**src/hdl/odf_pkg.sv**
```systemverilog
`timescale 1ns / 1ps
// ----------------------------------------------------------------------------
// odf_pkg: shared types and constants for the occupancy drop FIFO
// Register indexes, reset values, drop level constants, result codes and
// the control word that travels from the front end to the back end.
// ----------------------------------------------------------------------------
package odf_pkg;

    localparam int ODF_QUEUE_DEPTH = 32;
    localparam int ODF_LENGTH_BITS = 11;

    localparam int REG_W     = 6;
    localparam int CFG_IDX_W = 2;
    localparam int SEQ_W     = 16;
    localparam int SRC_W     = 8;
    localparam int DRAW_W    = 4;
    localparam int OUTCOME_W = 3;
    localparam int LEVEL_W   = 4;
    localparam int OCC_W     = 6;

    // front end command queue
    localparam int FQ_DEPTH = 2;
    localparam int FQ_PTR_W = 1;
    localparam int FQ_CNT_W = 2;

    localparam logic [CFG_IDX_W-1:0] CFG_LOW_THRESHOLD  = 2'd0;
    localparam logic [CFG_IDX_W-1:0] CFG_HIGH_THRESHOLD = 2'd1;
    localparam logic [CFG_IDX_W-1:0] CFG_QUEUE_LIMIT    = 2'd2;

    localparam logic [REG_W-1:0] LOW_THRESHOLD_RESET  = 6'd11;
    localparam logic [REG_W-1:0] HIGH_THRESHOLD_RESET = 6'd20;
    localparam logic [REG_W-1:0] QUEUE_LIMIT_RESET    = 6'd20;

    localparam logic [LEVEL_W-1:0] LEVEL_MAX  = 4'd10;
    localparam logic [LEVEL_W-1:0] LEVEL_NONE = 4'd0;
    localparam int LEVEL_KNEE  = 5;
    localparam int LEVEL_BOOST = 5;

    typedef logic [OUTCOME_W-1:0] outcome_t;

    localparam outcome_t OUT_QUEUED  = 3'd0;
    localparam outcome_t OUT_RANDOM  = 3'd1;
    localparam outcome_t OUT_FULL    = 3'd2;
    localparam outcome_t OUT_FORWARD = 3'd3;
    localparam outcome_t OUT_EMPTY   = 3'd4;

    typedef struct packed {
        logic              is_fwd;
        logic [DRAW_W-1:0] draw;
    } odf_cmd_t;

endpackage

```
**src/hdl/odf_intf.sv**
```systemverilog
`timescale 1ns / 1ps
// ----------------------------------------------------------------------------
// odf_intf: request and response channels of the occupancy drop FIFO
// Valid/ready channels; a transfer happens on a clock edge with both high.
// ----------------------------------------------------------------------------
interface odf_req_if import odf_pkg::*; #(
    parameter int LENGTH_BITS = ODF_LENGTH_BITS
);
    logic                   valid;
    logic                   ready;
    logic                   mode;
    logic [SEQ_W-1:0]       seq_number;
    logic [SRC_W-1:0]       source_number;
    logic                   toward_b;
    logic [LENGTH_BITS-1:0] body_length;
    logic [DRAW_W-1:0]      random_draw;

    modport source (
        output valid, mode, seq_number, source_number, toward_b, body_length,
               random_draw,
        input  ready
    );
    modport sink (
        input  valid, mode, seq_number, source_number, toward_b, body_length,
               random_draw,
        output ready
    );
endinterface

interface odf_rsp_if import odf_pkg::*; #(
    parameter int LENGTH_BITS = ODF_LENGTH_BITS
);
    logic                   valid;
    logic                   ready;
    logic [OUTCOME_W-1:0]   outcome;
    logic [SEQ_W-1:0]       out_seq_number;
    logic [SRC_W-1:0]       out_source_number;
    logic                   out_toward_b;
    logic [LENGTH_BITS-1:0] out_body_length;
    logic [OCC_W-1:0]       occupancy;
    logic [LEVEL_W-1:0]     drop_level;

    modport source (
        output valid, outcome, out_seq_number, out_source_number, out_toward_b,
               out_body_length, occupancy, drop_level,
        input  ready
    );
    modport sink (
        input  valid, outcome, out_seq_number, out_source_number, out_toward_b,
               out_body_length, occupancy, drop_level,
        output ready
    );
endinterface

```
**src/hdl/odf_front.sv**
```systemverilog
`timescale 1ns / 1ps
// ----------------------------------------------------------------------------
// odf_front: request intake and command queue
// Decodes each request into a control word and a packed descriptor and holds
// them in a two-entry queue until the back end takes them.
// ----------------------------------------------------------------------------
module odf_front import odf_pkg::*; #(
    parameter  int LENGTH_BITS = ODF_LENGTH_BITS,
    localparam int ENTRY_W     = SEQ_W + SRC_W + 1 + LENGTH_BITS
) (
    input  logic               clk,
    input  logic               rst_n,
    odf_req_if.sink            req,
    output logic               cmd_valid,
    input  logic               cmd_ready,
    output odf_cmd_t           cmd_ctl,
    output logic [ENTRY_W-1:0] cmd_entry
);

    logic [ENTRY_W-1:0]  q_entry_reg [FQ_DEPTH];
    odf_cmd_t            q_ctl_reg   [FQ_DEPTH];
    logic [FQ_PTR_W-1:0] wr_ptr_reg, wr_ptr_next;
    logic [FQ_PTR_W-1:0] rd_ptr_reg, rd_ptr_next;
    logic [FQ_CNT_W-1:0] fill_reg, fill_next;
    logic                push;
    logic                pop;
    odf_cmd_t            in_ctl;
    logic [ENTRY_W-1:0]  in_entry;

    assign req.ready = (fill_reg != FQ_CNT_W'(FQ_DEPTH));
    assign cmd_valid = (fill_reg != '0);
    assign push      = req.valid && req.ready;
    assign pop       = cmd_valid && cmd_ready;

    // classify the request; descriptor fields are don't-care on a forward
    always_comb
    begin
        in_ctl.is_fwd = req.mode;
        in_ctl.draw   = req.random_draw;
        in_entry      = {req.seq_number, req.source_number, req.toward_b,
                         req.body_length};
    end

    assign cmd_ctl   = q_ctl_reg[rd_ptr_reg];
    assign cmd_entry = q_entry_reg[rd_ptr_reg];

    always_comb
    begin
        wr_ptr_next = push ? wr_ptr_reg + 1'b1 : wr_ptr_reg;
        rd_ptr_next = pop  ? rd_ptr_reg + 1'b1 : rd_ptr_reg;
        unique case ({push, pop})
            2'b10:   fill_next = fill_reg + 1'b1;
            2'b01:   fill_next = fill_reg - 1'b1;
            default: fill_next = fill_reg;
        endcase
    end

    always_ff @(posedge clk or negedge rst_n)
    begin
        if (!rst_n)
        begin
            wr_ptr_reg <= '0;
            rd_ptr_reg <= '0;
            fill_reg   <= '0;
        end
        else
        begin
            wr_ptr_reg <= wr_ptr_next;
            rd_ptr_reg <= rd_ptr_next;
            fill_reg   <= fill_next;
        end
    end

    always_ff @(posedge clk)
    begin
        if (push)
        begin
            q_ctl_reg[wr_ptr_reg]   <= in_ctl;
            q_entry_reg[wr_ptr_reg] <= in_entry;
        end
    end

endmodule

```
**src/hdl/odf_back.sv**
```systemverilog
`timescale 1ns / 1ps
// ----------------------------------------------------------------------------
// odf_back: drop decision, descriptor store and result stage
// Executes one command per cycle against the occupancy count, writes or
// reads the descriptor memory; a result not yet taken is held and stalls it.
// ----------------------------------------------------------------------------
module odf_back import odf_pkg::*; #(
    parameter  int QUEUE_DEPTH = ODF_QUEUE_DEPTH,
    parameter  int LENGTH_BITS = ODF_LENGTH_BITS,
    localparam int ENTRY_W     = SEQ_W + SRC_W + 1 + LENGTH_BITS
) (
    input  logic                 clk,
    input  logic                 rst_n,
    input  logic                 cfg_we,
    input  logic [CFG_IDX_W-1:0] cfg_index,
    input  logic [REG_W-1:0]     cfg_data,
    input  logic                 cmd_valid,
    output logic                 cmd_ready,
    input  odf_cmd_t             cmd_ctl,
    input  logic [ENTRY_W-1:0]   cmd_entry,
    odf_rsp_if.source            rsp
);

    localparam int PTR_W = (QUEUE_DEPTH > 1) ? $clog2(QUEUE_DEPTH) : 1;
    localparam int CNT_W = $clog2(QUEUE_DEPTH + 1);
    localparam int CW    = (CNT_W > REG_W) ? CNT_W : REG_W;

    logic [REG_W-1:0]   low_thr_reg;
    logic [REG_W-1:0]   high_thr_reg;
    logic [REG_W-1:0]   limit_reg;
    logic [PTR_W-1:0]   head_reg, head_next;
    logic [PTR_W-1:0]   tail_reg, tail_next;
    logic [CNT_W-1:0]   count_reg, count_next;

    logic [ENTRY_W-1:0] mem [QUEUE_DEPTH];
    logic [ENTRY_W-1:0] rd_data_reg;

    logic               res_valid_reg, res_valid_next;
    outcome_t           res_outcome_reg;
    logic [LEVEL_W-1:0] res_level_reg;
    logic [OCC_W-1:0]   res_occ_reg;
    logic [ENTRY_W-1:0] res_entry_reg;

    logic [CW-1:0]      occ_w, low_w, high_w, lim_w, diff, half, boosted;
    logic [LEVEL_W-1:0] level;
    logic               exec;
    logic               do_push;
    logic               do_pop;
    outcome_t           outcome_next;
    logic [LEVEL_W-1:0] level_next;
    logic [ENTRY_W-1:0] out_entry;

    function automatic logic [PTR_W-1:0] next_ptr(input logic [PTR_W-1:0] p);
        next_ptr = (p == PTR_W'(QUEUE_DEPTH - 1)) ? '0 : p + 1'b1;
    endfunction

    // drop level from the occupancy seen before this command
    always_comb
    begin
        occ_w   = CW'(count_reg);
        low_w   = CW'(low_thr_reg);
        high_w  = CW'(high_thr_reg);
        lim_w   = (CW'(limit_reg) > CW'(QUEUE_DEPTH)) ? CW'(QUEUE_DEPTH)
                                                      : CW'(limit_reg);
        diff    = occ_w - low_w;
        half    = diff >> 1;
        boosted = (diff > CW'(LEVEL_KNEE)) ? half + CW'(LEVEL_BOOST) : half;
        priority if (occ_w >= high_w)
            level = LEVEL_MAX;
        else if (occ_w < low_w)
            level = LEVEL_NONE;
        else if (boosted > CW'(LEVEL_MAX))
            level = LEVEL_MAX;
        else
            level = LEVEL_W'(boosted);
    end

    assign cmd_ready = !res_valid_reg || rsp.ready;
    assign exec      = cmd_valid && cmd_ready;

    always_comb
    begin
        do_push      = 1'b0;
        do_pop       = 1'b0;
        level_next   = LEVEL_NONE;
        outcome_next = OUT_EMPTY;
        if (cmd_ctl.is_fwd)
        begin
            if (count_reg != '0)
            begin
                do_pop       = exec;
                outcome_next = OUT_FORWARD;
            end
        end
        else
        begin
            level_next = level;
            priority if (cmd_ctl.draw <= level)
                outcome_next = OUT_RANDOM;
            else if (occ_w < lim_w)
            begin
                do_push      = exec;
                outcome_next = OUT_QUEUED;
            end
            else
                outcome_next = OUT_FULL;
        end
    end

    always_comb
    begin
        head_next = do_pop  ? next_ptr(head_reg) : head_reg;
        tail_next = do_push ? next_ptr(tail_reg) : tail_reg;
        unique case ({do_push, do_pop})
            2'b10:   count_next = count_reg + 1'b1;
            2'b01:   count_next = count_reg - 1'b1;
            default: count_next = count_reg;
        endcase
        res_valid_next = exec ? 1'b1 : (rsp.ready ? 1'b0 : res_valid_reg);
    end

    always_ff @(posedge clk or negedge rst_n)
    begin
        if (!rst_n)
        begin
            low_thr_reg   <= LOW_THRESHOLD_RESET;
            high_thr_reg  <= HIGH_THRESHOLD_RESET;
            limit_reg     <= QUEUE_LIMIT_RESET;
            head_reg      <= '0;
            tail_reg      <= '0;
            count_reg     <= '0;
            res_valid_reg <= 1'b0;
        end
        else
        begin
            if (cfg_we)
            begin
                unique case (cfg_index)
                    CFG_LOW_THRESHOLD:  low_thr_reg  <= cfg_data;
                    CFG_HIGH_THRESHOLD: high_thr_reg <= cfg_data;
                    CFG_QUEUE_LIMIT:    limit_reg    <= cfg_data;
                    default:            ;
                endcase
            end
            head_reg      <= head_next;
            tail_reg      <= tail_next;
            count_reg     <= count_next;
            res_valid_reg <= res_valid_next;
        end
    end

    // descriptor memory, registered read at the head
    always_ff @(posedge clk)
    begin
        if (do_push)
            mem[tail_reg] <= cmd_entry;
        if (do_pop)
            rd_data_reg <= mem[head_reg];
    end

    always_ff @(posedge clk)
    begin
        if (exec)
        begin
            res_outcome_reg <= outcome_next;
            res_level_reg   <= level_next;
            res_occ_reg     <= OCC_W'(count_next);
            res_entry_reg   <= cmd_ctl.is_fwd ? '0 : cmd_entry;
        end
    end

    assign out_entry = (res_outcome_reg == OUT_FORWARD) ? rd_data_reg : res_entry_reg;

    assign rsp.valid             = res_valid_reg;
    assign rsp.outcome           = res_outcome_reg;
    assign rsp.out_seq_number    = out_entry[ENTRY_W-1 -: SEQ_W];
    assign rsp.out_source_number = out_entry[LENGTH_BITS+1 +: SRC_W];
    assign rsp.out_toward_b      = out_entry[LENGTH_BITS];
    assign rsp.out_body_length   = out_entry[LENGTH_BITS-1:0];
    assign rsp.occupancy         = res_occ_reg;
    assign rsp.drop_level        = res_level_reg;

endmodule

```
**src/hdl/occupancy_drop_fifo.sv**
```systemverilog
`timescale 1ns / 1ps
// ----------------------------------------------------------------------------
// occupancy_drop_fifo: descriptor FIFO with occupancy-based random drop
// Top level joining the request front end and the execution back end.
// ----------------------------------------------------------------------------
// Usage:
//   req carries one request per transfer: mode 0 is a packet arrival with
//   its descriptor and a random draw, mode 1 asks to forward the head entry.
//   rsp returns exactly one result per request, in request order: outcome,
//   the handled descriptor, occupancy after the step and the drop level.
//   cfg_we/cfg_index/cfg_data write low_threshold (0), high_threshold (1)
//   and queue_limit (2); write them only while no request is in flight.
// Timing:
//   A request taken into the command queue is executed once the back end
//   accepts it, and its result is registered on rsp. One request per cycle is
//   sustained while no held result stalls the back end, which then retires
//   one command per cycle.
// Reset:
//   Count and pointers clear, thresholds return to 11/20/20, both queues
//   empty. The descriptor memory is not cleared; only written entries are read.
// Backpressure:
//   A held result stalls the back end; the two-entry command queue then
//   fills and req.ready drops until rsp.ready returns.
// ----------------------------------------------------------------------------
module occupancy_drop_fifo import odf_pkg::*; #(
    parameter int QUEUE_DEPTH = ODF_QUEUE_DEPTH,
    parameter int LENGTH_BITS = ODF_LENGTH_BITS
) (
    input  logic                 clk,
    input  logic                 rst_n,
    input  logic                 cfg_we,
    input  logic [CFG_IDX_W-1:0] cfg_index,
    input  logic [REG_W-1:0]     cfg_data,
    odf_req_if.sink              req,
    odf_rsp_if.source            rsp
);

    localparam int ENTRY_W = SEQ_W + SRC_W + 1 + LENGTH_BITS;

    logic               cmd_valid;
    logic               cmd_ready;
    odf_cmd_t           cmd_ctl;
    logic [ENTRY_W-1:0] cmd_entry;

    odf_front #(
        .LENGTH_BITS (LENGTH_BITS)
    ) u_front (
        .clk       (clk),
        .rst_n     (rst_n),
        .req       (req),
        .cmd_valid (cmd_valid),
        .cmd_ready (cmd_ready),
        .cmd_ctl   (cmd_ctl),
        .cmd_entry (cmd_entry)
    );

    odf_back #(
        .QUEUE_DEPTH (QUEUE_DEPTH),
        .LENGTH_BITS (LENGTH_BITS)
    ) u_back (
        .clk       (clk),
        .rst_n     (rst_n),
        .cfg_we    (cfg_we),
        .cfg_index (cfg_index),
        .cfg_data  (cfg_data),
        .cmd_valid (cmd_valid),
        .cmd_ready (cmd_ready),
        .cmd_ctl   (cmd_ctl),
        .cmd_entry (cmd_entry),
        .rsp       (rsp)
    );

endmodule

```
**src/flat_wrapper.sv**
```systemverilog
// flat-port wrapper written by rule: the top's interface ports become plain ports
module occupancy_drop_fifo_flat import odf_pkg::*;
#(
    parameter int QUEUE_DEPTH = ODF_QUEUE_DEPTH,
    parameter int LENGTH_BITS = ODF_LENGTH_BITS
)
  (clk, rst_n, cfg_we, cfg_index, cfg_data, req_valid, req_mode, req_seq_number, req_source_number, req_toward_b, req_body_length, req_random_draw, req_ready, rsp_valid, rsp_outcome, rsp_out_seq_number, rsp_out_source_number, rsp_out_toward_b, rsp_out_body_length, rsp_occupancy, rsp_drop_level, rsp_ready);
  odf_req_if #(.LENGTH_BITS(LENGTH_BITS)) req_i ();
  odf_rsp_if #(.LENGTH_BITS(LENGTH_BITS)) rsp_i ();
  input  logic clk;
  input  logic rst_n;
  input  logic cfg_we;
  input  logic [CFG_IDX_W-1:0] cfg_index;
  input  logic [REG_W-1:0] cfg_data;
  input wire logic [$bits(req_i.valid)-1:0] req_valid;
  input wire logic [$bits(req_i.mode)-1:0] req_mode;
  input wire logic [$bits(req_i.seq_number)-1:0] req_seq_number;
  input wire logic [$bits(req_i.source_number)-1:0] req_source_number;
  input wire logic [$bits(req_i.toward_b)-1:0] req_toward_b;
  input wire logic [$bits(req_i.body_length)-1:0] req_body_length;
  input wire logic [$bits(req_i.random_draw)-1:0] req_random_draw;
  output wire logic [$bits(req_i.ready)-1:0] req_ready;
  output wire logic [$bits(rsp_i.valid)-1:0] rsp_valid;
  output wire logic [$bits(rsp_i.outcome)-1:0] rsp_outcome;
  output wire logic [$bits(rsp_i.out_seq_number)-1:0] rsp_out_seq_number;
  output wire logic [$bits(rsp_i.out_source_number)-1:0] rsp_out_source_number;
  output wire logic [$bits(rsp_i.out_toward_b)-1:0] rsp_out_toward_b;
  output wire logic [$bits(rsp_i.out_body_length)-1:0] rsp_out_body_length;
  output wire logic [$bits(rsp_i.occupancy)-1:0] rsp_occupancy;
  output wire logic [$bits(rsp_i.drop_level)-1:0] rsp_drop_level;
  input wire logic [$bits(rsp_i.ready)-1:0] rsp_ready;
  assign req_i.valid = req_valid;
  assign req_i.mode = req_mode;
  assign req_i.seq_number = req_seq_number;
  assign req_i.source_number = req_source_number;
  assign req_i.toward_b = req_toward_b;
  assign req_i.body_length = req_body_length;
  assign req_i.random_draw = req_random_draw;
  assign req_ready = req_i.ready;
  assign rsp_valid = rsp_i.valid;
  assign rsp_outcome = rsp_i.outcome;
  assign rsp_out_seq_number = rsp_i.out_seq_number;
  assign rsp_out_source_number = rsp_i.out_source_number;
  assign rsp_out_toward_b = rsp_i.out_toward_b;
  assign rsp_out_body_length = rsp_i.out_body_length;
  assign rsp_occupancy = rsp_i.occupancy;
  assign rsp_drop_level = rsp_i.drop_level;
  assign rsp_i.ready = rsp_ready;
  occupancy_drop_fifo #(.QUEUE_DEPTH(QUEUE_DEPTH), .LENGTH_BITS(LENGTH_BITS)) u_core (.clk(clk), .rst_n(rst_n), .cfg_we(cfg_we), .cfg_index(cfg_index), .cfg_data(cfg_data), .req(req_i), .rsp(rsp_i));
endmodule
```
**config.mk**
```make
export PLATFORM = sky130hd
export DESIGN_NAME = occupancy_drop_fifo_flat
export DESIGN_NICKNAME = d
export VERILOG_FILES = /design/src/hdl/odf_pkg.sv /design/src/hdl/odf_intf.sv /design/src/hdl/odf_front.sv /design/src/hdl/odf_back.sv /design/src/hdl/occupancy_drop_fifo.sv /design/src/flat_wrapper.sv
export SDC_FILE = /design/constraint.sdc
export NUM_CORES = 1
export LEC_CHECK = 0
export BUFFER_PORTS_ARGS = -buffer_cell sky130_fd_sc_hd__buf_2
export CAP_MARGIN = 40
export CORE_AREA = 2 2 300 302
export CTS_BUF_LIST = sky130_fd_sc_hd__clkbuf_8
export DETAILED_ROUTE_END_ITERATION = 8
export DIE_AREA = 0 0 302 304
export HOLD_SLACK_MARGIN = 0.15
export MAX_ROUTING_LAYER = met4
export PLACE_DENSITY = 0.73
export SETUP_SLACK_MARGIN = 0.5
export SYNTH_ARGS = -nofsm -noshare
export SYNTH_HDL_FRONTEND = slang
export SYNTH_HIERARCHICAL = 1
export SYNTH_SLANG_ARGS = --single-unit
```
**constraint.sdc**
```tcl
create_clock -name clk -period 7.7 [get_ports clk]
set_input_delay 0 -clock clk [delete_from_list [all_inputs] [get_ports clk]]
set_output_delay 0 -clock clk [all_outputs]
set_load 0.005 [all_outputs]
```
==> impl_metrics.yaml <==
cells_and_area:
  post_route_cells_drive_above_1_share_pct: 34.0
  num-nets-final: 2731
  largest_reg_flops: 1152
  final_area_mm2: 0.0602
  synthToLayoutAreaGrowth_pct: 14.0
  utilization_pct: 67.6
global_route:
  first_global_vias: 25800
  globalRoute.totalOverflow: 0
  grt_max_degree: 127
  antenna_found_initial: 4
  grt_first_pass_wirelength_um: 174000
  grt_util_all_layers_pct: 27.5
worst_setup_path:
  worstRegToRegCells: 18
  worst_ep_arrival_time_ns: 6.59
  worst_path_maximum_fanout: 14
  critical_path_cell_count: 18
  required_ns: 8.23
  setup.worst_path.end_class: "register"
  slowest_stage: "nor2b_4"
  cells_along_the_critical_path: "inv_1 > ha_1 > inv_1 > fa_1 > xor2_1 > ha_1 > a21oi_1 > a21oi_1 > a221oi_1 > o21ai_1 > a21oi_1 > ha_1 > a41oi_1 > o211a_1 > nand3_1 > nor2b_4 > buf_16 > buf_4"
  max_stage_delay_ns: 0.72
  worstPathBufferInverterCount: 4
  path_delay_family: "compound AO/OA/AOI/OAI gates"
  criticalPathCategory: "reg2reg"
  worst_setup_path_start_kind: "register"
floorplanning:
  io-pin-count: 105
  core_area_mm2: 0.0890
  row_count: 110
  die_x_um: 302
  die_height_um: 304
  fp.dieArea_mm2: 0.0918
  initial_core_util_pct: 59.3
clock_tree:
  cts_buffers: 205
  worst_setup_hold_path_clk_slew_ns: 0.06
  post-cts-setup-buffers: 0
  numClockSinks: 1358
  htree_levels: 4
  tritoncts_clock_tree: "done"
  clk_latency_ns: 0.87
  cts_max_path_buffers: 3
  cts_root_buffer: "clkbuf_8"
timing:
  timing_max_transition_violations_final: 0
  slew-limit-headroom_pct: 33.8
  timing.setup.tns_ns: 0
  hold_viol_final: 0
  fmaxAchievable_ghz: 0.165
  final-setup-viol-count: 0
  timing_worst_slew_pin_value_ns: 0.993
  rsz0062_at_grt: "false"
  period_share_pct: 78.7
  clock_period_minus_worst_slack_ns: 6.06
  worst_clock_skew_ns: 0.0506
logic_synthesis:
  most_numerous_cell_in_the_yosys_netlist: "edfxtp_1"
  syn_avg_cell_area_um2: 23.3
  synth_cells: 2263
  ys.flop_type: "edfxtp_1"
  synthTopCellsByCount: "1,319 x edfxtp_1, 360 x mux4_2, 127 x mux2_2"
  synth.yosys.seq_area_share_pct: 76.9
  synth.area.top_cells: "edfxtp_1 75%, mux4_2 15%, mux2_2 2.7%"
  synth.largest_area_cell: "edfxtp_1"
  synth_enable_flop_cells: 1319
  synth_async_sr_flop_share_pct: 2.87
  syn_area_mm2: 0.0528
  top_area_cell_type_share_of_the_netlist_area_pct: 75.0
  total_number_of_yosys_warnings: 6
  synth_cell_types: 60
  ys_ff_latch: 1358
  mapped_nets: 2353
place:
  place.port_buffers: 104
  hpwlAfterDp_um: 72200
  routabilityCongestion: 0.833
  placedInstanceArea_mm2: 0.0553
routing:
  post-route-drc-count: 0
  ant_nets: 0
  drt_first_pass_iters: 5
  detailroute.via_count: 25300
  detail_route.wirelength_um: 119000
  drt-initial-drc-count: 2981
  wire_per_inst_um: 29.8
  post_drt_via_cell_ratio: 6.34
run_status:
  outcome: "complete, no violations"
power_and_ir_drop:
  worst_ir_drop_on_vdd_mv: 0.349
  p_leak_uw: 0.0197
  p_per_area_mw_per_mm2: 372
hold_path:
  hold_path.class: "in2async"
flow_run:
  maxCapViolations: 0
through the flow:
stage	setup slack [ns]	power, µW	std cells	hold slack (ns)
floorplan	1.24	14500	2263	-0.296
global placement	1.57	16900	3461	0.186
detailed placement	1.74	17100	3496	-0.0862
CTS	1.70	22500	3991	0.181
global route	1.34	23300	3992	0.251
finish	1.64	22400	3992	0.233
cells in the final DEF, fill, tap and decap left out, types with 6 or more instances in the layout:
| master | instances |
|---|---|
| clkbuf_8 | 209 |
| nand2_1 | 25 |
| inv_1 | 98 |
| mux4_2 | 360 |
| xnor2_1 | 11 |
| dfstp_2 | 7 |
| buf_2 | 104 |
| nand3_1 | 6 |
| o21ai_0 | 15 |
| edfxtp_1 | 1319 |
| clkinv_1 | 56 |
| nor2_1 | 14 |
| buf_12 | 30 |
| clkinv_2 | 27 |
| nand2b_1 | 6 |
| ha_1 | 34 |
| buf_16 | 6 |
| nor2b_1 | 40 |
| a21oi_1 | 13 |
| and3_2 | 26 |
| dlygate4sd3_1 | 114 |
| clkinvlp_4 | 7 |
| mux2_2 | 127 |
| buf_4 | 23 |
| dfrtp_1 | 26 |
| nor2b_4 | 6 |
cells by family (layout without fill, tap and decap cells):
group,Yosys count,in the layout,share of synthesized area [%]
buffers and inverters,133,685,1.20
xor gates and xnor gates,16,16,0.265
AOI/OAI and AO/OA,69,69,0.886
adders and majority gates,36,36,0.881
muxes,495,495,18.2
other,0,1,0
DFF,1358,1358,76.9
and+or+nand+nor,156,156,1.67
metal layers:
layer	part of all wire (%)	up-vias	track usage [%]
met4	2.0	0	7.05
li1	-	10400	-
met5	0	-	-
met1	41	13400	40.0
met2	46	1322	39.3
met3	11	182	7.49
cell type report:
| cell class | count | area, µm² |
|---|---|---|
| flip-flops and latches | 1358 | 40600 |
| fillers | 5438 | 28800 |
| multi-input cells | 772 | 11700 |
| clock buffers | 209 | 2880 |
| repair buffers | 278 | 2620 |
| well taps | 1176 | 1470 |
| clock inverters | 172 | 851 |
| inverters | 26 | 97.6 |
| diodes | 1 | 2.50 |
tightest hold or removal path, cell delays in order:
cell and delay [ns]:
dlygate4sd3_1 0.53, buf_2 0.11, dlygate4sd3_1 0.96
path summary, 6_finish.rpt:
check / start / endpoint / slack [ns]
min: rst_n / u_core/u_back/tail_reg[3] / 0.23
max reg2reg: u_core/u_back/count_reg[0] / u_core/u_back/mem[11][10] / 1.64
max: u_core/u_back/count_reg[0] / u_core/u_back/mem[11][10] / 1.64
min in group clk: cfg_index[1] / u_core/u_back/limit_reg[3] / 0.30
min reg2reg: u_core/u_front/fill_reg[1] / u_core/u_front/fill_reg[1] / 0.50
max in group asynchronous: rst_n / u_core/u_back/limit_reg[2] / 6.77
what timing repair did:
action / in CTS / in global routing
endpoints found under the hold margin: 248 / 0
hold buffers: 114 / 0
resized for setup: 0 / 0
power by group:
part           switching [µW]  internal, µW  total [µW]  leakage, µW
Clock                    2700          2660        5360      0.00217
Combinational            4140          2960        7090      0.00514
Sequential                346          9570        9920       0.0124
(Power assumes the default switching activity.)
